==> src/sv/smlf_pkg.sv <==
// Shared types and constants of the sliding median line filter.
package smlf_pkg;

   localparam int WINDOW_SIZE_DEF = 30;
   localparam int LINE_LENGTH_DEF = 128;
   localparam int SAMPLE_W = 8;
   localparam int POS_W = 7;
   localparam int RUN_W = 7;
   localparam int SLOT_W = 6;
   localparam int QUEUE_DEPTH = 2;
   localparam int REQ_DATA_W = 8;
   localparam int RSP_DATA_W = 16;

   typedef struct packed {
      logic [SAMPLE_W-1:0] sample;
      logic [SLOT_W-1:0]   slot;
      logic                line_start;
      logic                do_remove;
      logic                do_emit;
      logic [POS_W-1:0]    start_pos;
      logic [RUN_W-1:0]    run_len;
   } smlf_job_type;

   typedef struct packed {
      logic         valid;
      smlf_job_type job;
   } smlf_q_type;

   typedef enum logic [2:0] {
      BK_IDLE,
      BK_REMOVE,
      BK_INSERT,
      BK_MEDIAN,
      BK_EMIT
   } smlf_back_state_type;

endpackage

==> src/sv/smlf_front.sv <==
// Front end: accepts pixels, tracks line position and ring slot, and builds one job per pixel.
module smlf_front #(
   parameter int WINDOW_SIZE = smlf_pkg::WINDOW_SIZE_DEF,
   parameter int LINE_LENGTH = smlf_pkg::LINE_LENGTH_DEF
) (
   input  logic                          clock,
   input  logic                          reset,
   input  logic                          req_tvalid,
   output logic                          req_tready,
   input  logic [smlf_pkg::SAMPLE_W-1:0] req_tdata,
   output logic                          push,
   input  logic                          push_ready,
   output smlf_pkg::smlf_job_type        push_job
);
   import smlf_pkg::*;

   localparam int PW = $clog2(LINE_LENGTH);
   localparam int AW = $clog2(WINDOW_SIZE);
   localparam int HALF = WINDOW_SIZE / 2;

   logic [PW-1:0] pixel_count_ff, pixel_count_in;
   logic [AW-1:0] oldest_slot_ff, oldest_slot_in;
   logic          is_first;
   logic          is_last;

   assign req_tready = push_ready;
   assign push       = req_tvalid && push_ready;

   assign is_first = (pixel_count_ff == PW'(WINDOW_SIZE - 1));
   assign is_last  = (pixel_count_ff == PW'(LINE_LENGTH - 1));

   always_comb begin
      push_job.sample     = req_tdata;
      push_job.slot       = SLOT_W'(oldest_slot_ff);
      push_job.line_start = (pixel_count_ff == '0);
      push_job.do_remove  = (int'(pixel_count_ff) >= WINDOW_SIZE);
      push_job.do_emit    = (pixel_count_ff >= PW'(WINDOW_SIZE - 1));
      push_job.start_pos  = is_first ? '0 : (POS_W'(pixel_count_ff) - POS_W'(HALF));
      push_job.run_len    = (is_first ? RUN_W'(WINDOW_SIZE - HALF) : RUN_W'(1))
                          + (is_last ? RUN_W'(HALF) : RUN_W'(0));
   end

   always_comb begin
      pixel_count_in = pixel_count_ff;
      oldest_slot_in = oldest_slot_ff;
      if (push) begin
         pixel_count_in = is_last ? '0 : pixel_count_ff + PW'(1);
         oldest_slot_in = (oldest_slot_ff == AW'(WINDOW_SIZE - 1)) ? '0
                        : oldest_slot_ff + AW'(1);
      end
   end

   always_ff @(posedge clock) begin
      if (reset) begin
         pixel_count_ff <= '0;
         oldest_slot_ff <= '0;
      end else begin
         pixel_count_ff <= pixel_count_in;
         oldest_slot_ff <= oldest_slot_in;
      end
   end

endmodule

==> src/sv/smlf_queue.sv <==
// Short job queue between the front end and the back end.
module smlf_queue (
   input  logic                   clock,
   input  logic                   reset,
   input  logic                   push,
   output logic                   push_ready,
   input  smlf_pkg::smlf_job_type push_job,
   input  logic                   pop,
   output smlf_pkg::smlf_q_type   head
);
   import smlf_pkg::*;

   localparam int PTR_W = (QUEUE_DEPTH > 1) ? $clog2(QUEUE_DEPTH) : 1;
   localparam int CNT_W = $clog2(QUEUE_DEPTH + 1);

   smlf_job_type     entry_ff [QUEUE_DEPTH];
   logic [PTR_W-1:0] wr_ptr_ff, wr_ptr_in;
   logic [PTR_W-1:0] rd_ptr_ff, rd_ptr_in;
   logic [CNT_W-1:0] fill_ff, fill_in;
   logic             do_push;
   logic             do_pop;

   assign push_ready = (fill_ff != CNT_W'(QUEUE_DEPTH));
   assign head.valid = (fill_ff != '0);
   assign head.job   = entry_ff[rd_ptr_ff];
   assign do_push    = push && push_ready;
   assign do_pop     = pop && head.valid;

   always_comb begin
      wr_ptr_in = wr_ptr_ff;
      rd_ptr_in = rd_ptr_ff;
      fill_in   = fill_ff;
      if (do_push) begin
         wr_ptr_in = (wr_ptr_ff == PTR_W'(QUEUE_DEPTH - 1)) ? '0 : wr_ptr_ff + PTR_W'(1);
      end
      if (do_pop) begin
         rd_ptr_in = (rd_ptr_ff == PTR_W'(QUEUE_DEPTH - 1)) ? '0 : rd_ptr_ff + PTR_W'(1);
      end
      if (do_push && !do_pop) begin
         fill_in = fill_ff + CNT_W'(1);
      end else if (do_pop && !do_push) begin
         fill_in = fill_ff - CNT_W'(1);
      end
   end

   always_ff @(posedge clock) begin
      if (reset) begin
         wr_ptr_ff <= '0;
         rd_ptr_ff <= '0;
         fill_ff   <= '0;
      end else begin
         wr_ptr_ff <= wr_ptr_in;
         rd_ptr_ff <= rd_ptr_in;
         fill_ff   <= fill_in;
      end
   end

   always_ff @(posedge clock) begin
      if (do_push) begin
         entry_ff[wr_ptr_ff] <= push_job;
      end
   end

endmodule

==> src/sv/smlf_back.sv <==
// Back end: sample ring, sorted window cells, median and result beat sequencer.
module smlf_back #(
   parameter int WINDOW_SIZE = smlf_pkg::WINDOW_SIZE_DEF
) (
   input  logic                            clock,
   input  logic                            reset,
   input  smlf_pkg::smlf_q_type            head,
   output logic                            pop,
   output logic                            rsp_tvalid,
   input  logic                            rsp_tready,
   output logic [smlf_pkg::RSP_DATA_W-1:0] rsp_tdata,
   output logic                            rsp_tlast
);
   import smlf_pkg::*;

   localparam int AW = $clog2(WINDOW_SIZE);
   localparam int CW = $clog2(WINDOW_SIZE + 1);
   localparam int HALF = WINDOW_SIZE / 2;
   localparam bit ODD = (WINDOW_SIZE % 2) == 1;

   smlf_back_state_type state_ff, state_in;
   smlf_job_type        job_ff;
   logic [SAMPLE_W-1:0] ring_mem [WINDOW_SIZE];
   logic [SAMPLE_W-1:0] oldest_ff;
   logic [SAMPLE_W-1:0] cell_ff [WINDOW_SIZE];
   logic [SAMPLE_W-1:0] cell_in [WINDOW_SIZE];
   logic [CW-1:0]       count_ff, count_in;
   logic [SAMPLE_W-1:0] median_ff, median_in;
   logic [POS_W-1:0]    pos_ff;
   logic [RUN_W-1:0]    left_ff;
   logic                rsp_tvalid_ff, rsp_tvalid_in;
   logic [SAMPLE_W-1:0] rsp_median_ff;
   logic [POS_W-1:0]    rsp_index_ff;
   logic                rsp_last_ff;
   logic                load_beat;
   logic                below_old [WINDOW_SIZE];
   logic                at_most_new [WINDOW_SIZE];
   logic [SAMPLE_W:0]   mid_sum;

   assign rsp_tvalid = rsp_tvalid_ff;
   assign rsp_tdata  = {1'b0, rsp_index_ff, rsp_median_ff};
   assign rsp_tlast  = rsp_last_ff;

   always_comb begin
      state_in = state_ff;
      case (state_ff)
         BK_IDLE: begin
            if (head.valid) begin
               state_in = head.job.do_remove ? BK_REMOVE : BK_INSERT;
            end
         end
         BK_REMOVE: begin
            state_in = BK_INSERT;
         end
         BK_INSERT: begin
            state_in = job_ff.do_emit ? BK_MEDIAN : BK_IDLE;
         end
         BK_MEDIAN: begin
            state_in = BK_EMIT;
         end
         BK_EMIT: begin
            if (load_beat && left_ff == RUN_W'(1)) begin
               state_in = BK_IDLE;
            end
         end
         default: begin
            state_in = BK_IDLE;
         end
      endcase
   end

   always_comb begin
      pop       = (state_ff == BK_IDLE) && head.valid;
      load_beat = (state_ff == BK_EMIT) && (!rsp_tvalid_ff || rsp_tready);
      rsp_tvalid_in = rsp_tvalid_ff;
      if (!rsp_tvalid_ff || rsp_tready) begin
         rsp_tvalid_in = load_beat;
      end
      count_in = count_ff;
      case (state_ff)
         BK_IDLE: begin
            if (pop && head.job.line_start) begin
               count_in = '0;
            end
         end
         BK_REMOVE: begin
            count_in = count_ff - CW'(1);
         end
         BK_INSERT: begin
            count_in = count_ff + CW'(1);
         end
         default: begin
            count_in = count_ff;
         end
      endcase
   end

   always_comb begin
      for (int k = 0; k < WINDOW_SIZE; k++) begin
         below_old[k]   = cell_ff[k] < oldest_ff;
         at_most_new[k] = (CW'(k) < count_ff) && (cell_ff[k] <= job_ff.sample);
      end
      for (int k = 0; k < WINDOW_SIZE; k++) begin
         cell_in[k] = cell_ff[k];
      end
      if (state_ff == BK_REMOVE) begin
         for (int k = 0; k < WINDOW_SIZE - 1; k++) begin
            cell_in[k] = below_old[k] ? cell_ff[k] : cell_ff[k+1];
         end
      end else if (state_ff == BK_INSERT) begin
         cell_in[0] = at_most_new[0] ? cell_ff[0] : job_ff.sample;
         for (int k = 1; k < WINDOW_SIZE; k++) begin
            cell_in[k] = at_most_new[k]   ? cell_ff[k]
                       : at_most_new[k-1] ? job_ff.sample
                       : cell_ff[k-1];
         end
      end
   end

   always_comb begin
      mid_sum = {1'b0, cell_ff[HALF-1]} + {1'b0, cell_ff[HALF]};
      if (ODD) begin
         median_in = cell_ff[HALF];
      end else begin
         median_in = mid_sum[SAMPLE_W:1];
      end
   end

   always_ff @(posedge clock) begin
      if (reset) begin
         state_ff      <= BK_IDLE;
         count_ff      <= '0;
         rsp_tvalid_ff <= 1'b0;
      end else begin
         state_ff      <= state_in;
         count_ff      <= count_in;
         rsp_tvalid_ff <= rsp_tvalid_in;
      end
   end

   always_ff @(posedge clock) begin
      if (pop) begin
         ring_mem[head.job.slot[AW-1:0]] <= head.job.sample;
         oldest_ff <= ring_mem[head.job.slot[AW-1:0]];
         job_ff    <= head.job;
      end
      for (int k = 0; k < WINDOW_SIZE; k++) begin
         cell_ff[k] <= cell_in[k];
      end
      if (state_ff == BK_MEDIAN) begin
         median_ff <= median_in;
         pos_ff    <= job_ff.start_pos;
         left_ff   <= job_ff.run_len;
      end else if (load_beat) begin
         pos_ff  <= pos_ff + POS_W'(1);
         left_ff <= left_ff - RUN_W'(1);
      end
      if (load_beat) begin
         rsp_median_ff <= median_ff;
         rsp_index_ff  <= pos_ff;
         rsp_last_ff   <= (left_ff == RUN_W'(1));
      end
   end

endmodule

==> src/sv/sliding_median_line_filter_top.sv <==
// Top level of the sliding median line filter.
// Pixels of a sensor line enter one beat at a time; the block keeps the last WINDOW_SIZE of
// them and, once the window is full, returns its median (even windows average the two middle
// values, truncated), tagged with the line position it belongs to and with tlast on the last
// result beat caused by a pixel. The first full window repeats its median over the leading
// positions and the last pixel of a line repeats the final median over the trailing positions.
// A pixel that displaces an old sample passes the back end through three steps (ring read and
// write, then sorted-cell removal, then insertion); while the window fills there is no removal
// and a pixel takes only the ring step and insertion. A pixel with results adds a median step,
// then one result beat per cycle while the result side is ready; a two-entry job queue lets the
// front end keep accepting pixels meanwhile, until the queue is full. The ring needs no clearing
// pass after reset.
module sliding_median_line_filter_top #(
   parameter int WINDOW_SIZE = smlf_pkg::WINDOW_SIZE_DEF,
   parameter int LINE_LENGTH = smlf_pkg::LINE_LENGTH_DEF
) (
   input  logic                            clock,
   input  logic                            reset,
   input  logic                            req_tvalid,
   output logic                            req_tready,
   input  logic [smlf_pkg::REQ_DATA_W-1:0] req_tdata,   // [7:0] sample
   output logic                            rsp_tvalid,
   input  logic                            rsp_tready,
   output logic [smlf_pkg::RSP_DATA_W-1:0] rsp_tdata,   // [7:0] median, [14:8] pixel_index
   output logic                            rsp_tlast
);
   import smlf_pkg::*;

   logic         push;
   logic         push_ready;
   smlf_job_type push_job;
   logic         pop;
   smlf_q_type   head;

   smlf_front #(
      .WINDOW_SIZE(WINDOW_SIZE),
      .LINE_LENGTH(LINE_LENGTH)
   ) u_front (
      .clock      (clock),
      .reset      (reset),
      .req_tvalid (req_tvalid),
      .req_tready (req_tready),
      .req_tdata  (req_tdata),
      .push       (push),
      .push_ready (push_ready),
      .push_job   (push_job)
   );

   smlf_queue u_queue (
      .clock      (clock),
      .reset      (reset),
      .push       (push),
      .push_ready (push_ready),
      .push_job   (push_job),
      .pop        (pop),
      .head       (head)
   );

   smlf_back #(
      .WINDOW_SIZE(WINDOW_SIZE)
   ) u_back (
      .clock      (clock),
      .reset      (reset),
      .head       (head),
      .pop        (pop),
      .rsp_tvalid (rsp_tvalid),
      .rsp_tready (rsp_tready),
      .rsp_tdata  (rsp_tdata),
      .rsp_tlast  (rsp_tlast)
   );

endmodule

==> config.mk <==
export PLATFORM = sky130hd
export DESIGN_NAME = sliding_median_line_filter_top
export DESIGN_NICKNAME = d
export VERILOG_FILES = /design/src/sv/smlf_pkg.sv /design/src/sv/smlf_front.sv /design/src/sv/smlf_queue.sv /design/src/sv/smlf_back.sv /design/src/sv/sliding_median_line_filter_top.sv
export SDC_FILE = /design/constraint.sdc
export NUM_CORES = 2
export LEC_CHECK = 0
export BUFFER_PORTS_ARGS = -buffer_cell sky130_fd_sc_hd__buf_2
export CAP_MARGIN = 40
export CORE_ASPECT_RATIO = 2
export CORE_MARGIN = 1.5
export CORE_UTILIZATION = 45
export CTS_BUF_LIST = sky130_fd_sc_hd__clkbuf_16
export DETAILED_ROUTE_END_ITERATION = 8
export SLEW_MARGIN = 20
export SYNTH_ARGS = -nofsm -noshare
export SYNTH_HDL_FRONTEND = slang
export SYNTH_SLANG_ARGS = --single-unit
==> constraint.sdc <==
create_clock -name clock -period 4.4 [get_ports clock]
set_input_delay 0.22 -clock clock [delete_from_list [all_inputs] [get_ports clock]]
set_output_delay 0.22 -clock clock [all_outputs]
set_load 0.1 [all_outputs]
==> out/metrics.csv <==
metric,value,unit
largest net degree at the start of global routing,110,
Tot GR Track Use,28.7,%
CP endpoint kind,flop,
status,"complete, no violations",
vias in the first global route,30900,
Max Root-Sink Buffers,3,
top_reg_cell synth,edfxtp_1,
Placement Cell Area,42100,sq um
max_cap viols,0,
Max Transition Viols Final,0,
first-pass GRT wire length,195000,um
Core Region,88200,sq um
final hold violation count,0,
synth warn,0,
"most used cell, CP",buf_4,
minimum clock period,3630,ps
Post-synth EDFFs,597,
gr ovfl total,0,
Worst-Skew Late Latency,660,ps
pwr/cell area,804,nW/um^2
Routed WL per cell,26.9,um
H-tree Lvls,2,
HP Class,in2reg,
"Cell Count, Final, Fillers Out",4896,
VDD IR max,0.536,mV
RSZ-0062 raised after global routing,no,
Net Sw Frac,45.5,%
Comb pwr share,53.4,%
Int Pwr,19.4,mW
Yosys top cell area share,44.6,%
"Seq/Total Area, Yosys",45.9,%
Clock power frac,15.2,%
Worst slew margin,41.7,%
CTS tree,yes,
via density per instance,6.22,
cts hold-fix bufs,9,
most area-consuming cells after synthesis,"edfxtp_1 (45%), ha_1 (14%), mux2i_1 (6.5%), nand2_1 (3.7%), a22oi_1 (2.8%)",
Synth Instances,3640,
Critical Path Source Type,flop,
Final Wtd Congestion,0.934,
nets,4152,
Yosys top cell by area,edfxtp_1,
vias after detailed routing,30500,
FILL cells,8079,
detailed placement HPWL,93600,um
# port buffers,29,
CP peak stage delay,710,ps
cell area after synthesis,40200,sq um
setup bufs post-CTS,0,
Pre-antenna DRT Iters,5,
"setup slack, reg-to-reg",770,ps
Psw,16.2,mW
clk_skew,21.7,ps
TritonCTS Buffers,59,
CTS Root Cell,clkbuf_16,
Crit-path slowest cell,a2111oi_1,
Layout area overhead,10.1,%
ANT nets after route,0,
final core occ,50.2,%
final setup violation count,0,
Antenna Cells,0,
critical path type,reg2reg,
CP Cell Sequence,"mux2_4, buf_4, buf_4, mux2i_1, nor3_1, a2111oi_1, nand4_1",
DRT Wirelength,132000,um
CP Max Fanout,37,
Worst-Margin Slew,874,ps
"Net Count, Synth",4116,
initial antenna violation count,0,
Synth Register Bits,623,
IO Pins,31,
share of cells above drive strength 1,9.74,%
sequential power share,31.4,%
ys async rst share,0,%
Final Cell Area,44300,sq um
Worst-path clk slew,70,ps
Detailed Route Iter0 Violations,1956,
die width,214,um
LEAKAGE,18.0,nW
setup tns final,0,ps
DRC viols,0,
Die Y,426,um
Die Area,91200,sq um
data arrival time of the worst path,4010,ps
clock sink total,623,
Fmax achieved,0.276,GHz
PnR Total Power,35.6,mW
syn_area_per_cell,11.0,sq um
Rows,154,
Synth cell types,76,
Placed Cells,4775,
Initial Util,45.6,%
Critical Path RT,4780,ps
fin crit share,82.5,%
cts repair resizes,0,
[sequential cells by signal, indices dropped and copies added, names as in the netlist, named ones only]
register	cells
u_back.oldest_ff	8
u_back.state_ff	3
u_queue.entry_ff	52
u_back.rsp_tvalid	1
u_queue.wr_ptr_ff	1
u_front.pixel_count_ff	7
u_back.pos_ff	7
u_queue.fill_ff	2
u_front.oldest_slot_ff	5
u_back.ring_mem	240
u_back.count_ff	5
u_queue.rd_ptr_ff	1
u_back.rsp_index_ff	7
u_back.job_ff	19
u_back.rsp_median_ff	8
u_back.rsp_tlast	1
u_back.cell_ff	240
u_back.median_ff	8
u_back.left_ff	7
[per-stage QoR]
step | hold WS, ps | worst slack (ps)
2_1_floorplan | 310 | 1220
3_3_place_gp | 402 | 849
3_5_place_dp | 407 | 871
4_1_cts | 30.5 | 854
5_1_grt | 57.0 | 749
6_report | 57.7 | 770
[synth_stat cells (all sizes together), types with 8 or more instances]
cell type / count
o211ai: 29
a22oi: 152
or3: 13
mux4: 27
o22ai: 32
nor3b: 13
ha: 463
clkbuf: 88
xor2: 16
o32ai: 8
nor2b: 37
nand2b: 38
edfxtp: 597
dfxtp: 26
a21oi: 223
a32oi: 13
a22o: 16
mux2i: 263
nand3: 42
a21o: 118
o21ai: 104
mux2: 39
inv: 69
o22a: 9
nand2: 396
and3: 14
nor2: 269
and2: 132
a221o: 56
nor3: 28
buf: 114
nand4: 94
xnor2: 16
[final cells by class]
cell class,instances,area [sq um],share of cell area [%]
sequential,623,18500,41.7
clock inverter,48,459,1.04
multi-input combinational,2746,20600,46.6
timing repair buffer,177,1430,3.24
inverter,69,259,0.585
tap,1170,1460,3.31
clock buffer,63,1580,3.56
[cell usage in the layout (no fill, tap or decap), types with 31 or more instances in the layout]
cell type | Yosys | layout
nand2_1 | 395 | 395
mux2i_1 | 263 | 262
buf_2 | 61 | 31
ha_1 | 463 | 463
nor2_1 | 268 | 267
nand4_1 | 94 | 94
nand2b_1 | 38 | 38
o21ai_0 | 100 | 99
inv_1 | 69 | 63
a21oi_1 | 222 | 222
and2_1 | 132 | 132
nor2b_1 | 37 | 37
nand3_1 | 42 | 42
clkbuf_16 | 0 | 63
mux2_2 | 38 | 38
buf_4 | 9 | 124
a221o_1 | 56 | 56
a21o_1 | 118 | 118
edfxtp_1 | 597 | 597
o22ai_1 | 32 | 32
a22oi_1 | 152 | 152
[power groups by stage]
stage	Clock [mW]	Combinational (mW)	Sequential [mW]
after CTS	5.50	18.8	11.1
final	5.42	19.0	11.2
after detailed placement	0	18.7	11.2
after global routing	5.67	20.8	11.3
after floorplan	0	12.9	10.0
after global placement	0	18.3	11.3
[worst paths after layout]
path,cells past startpoint,from,to
setup / recovery,7,flop,u_back.oldest_ff[4]$_DFFE_PP_
hold / removal,4,req_tvalid,u_front.pixel_count_ff[1]$_SDFFE_PP0P_
setup reg to reg,7,flop,u_back.oldest_ff[4]$_DFFE_PP_
hold reg to reg,0,u_back.median_ff[0]$_DFFE_PP_,u_back.rsp_median_ff[0]$_DFFE_PP_
[critical path: cells and delay by family, from the launching register on]
| kind | cells | cell delay [ps] |
|---|---|---|
| compound gates | 1 | 710 |
| flops | 1 | 410 |
| simple gates | 2 | 280 |
| mux | 2 | 1160 |
| buf+inv | 2 | 730 |
[per-layer routing]
| layer | share of wire (%) | vias up | GRT usage (%) |
|---|---|---|---|
| li1 | - | 14000 | - |
| met2 | 52 | 1087 | 53.5 |
| met5 | 0 | - | 0 |
| met4 | 8.7 | 0 | 22.3 |
| met3 | 4.6 | 472 | 3.45 |
| met1 | 34 | 14900 | 28.8 |
[logic make-up (layout without fill, tap and decap cells)]
| group | count (synthesis) | count (layout) | share of synthesized area [%] |
|---|---|---|---|
| and+or+nand+nor | 1091 | 1091 | 12.7 |
| buffers and inverters | 271 | 357 | 2.90 |
| DFF | 623 | 623 | 45.9 |
| xor gates and xnor gates | 32 | 32 | 0.697 |
| adders and majority gates | 464 | 464 | 14.5 |
| other | 1 | 1 | 0.00933 |
| AOI/OAI and AO/OA | 829 | 829 | 14.2 |
| muxes | 329 | 329 | 9.16 |
No activity file was read; power rests on OpenSTA's default activity.
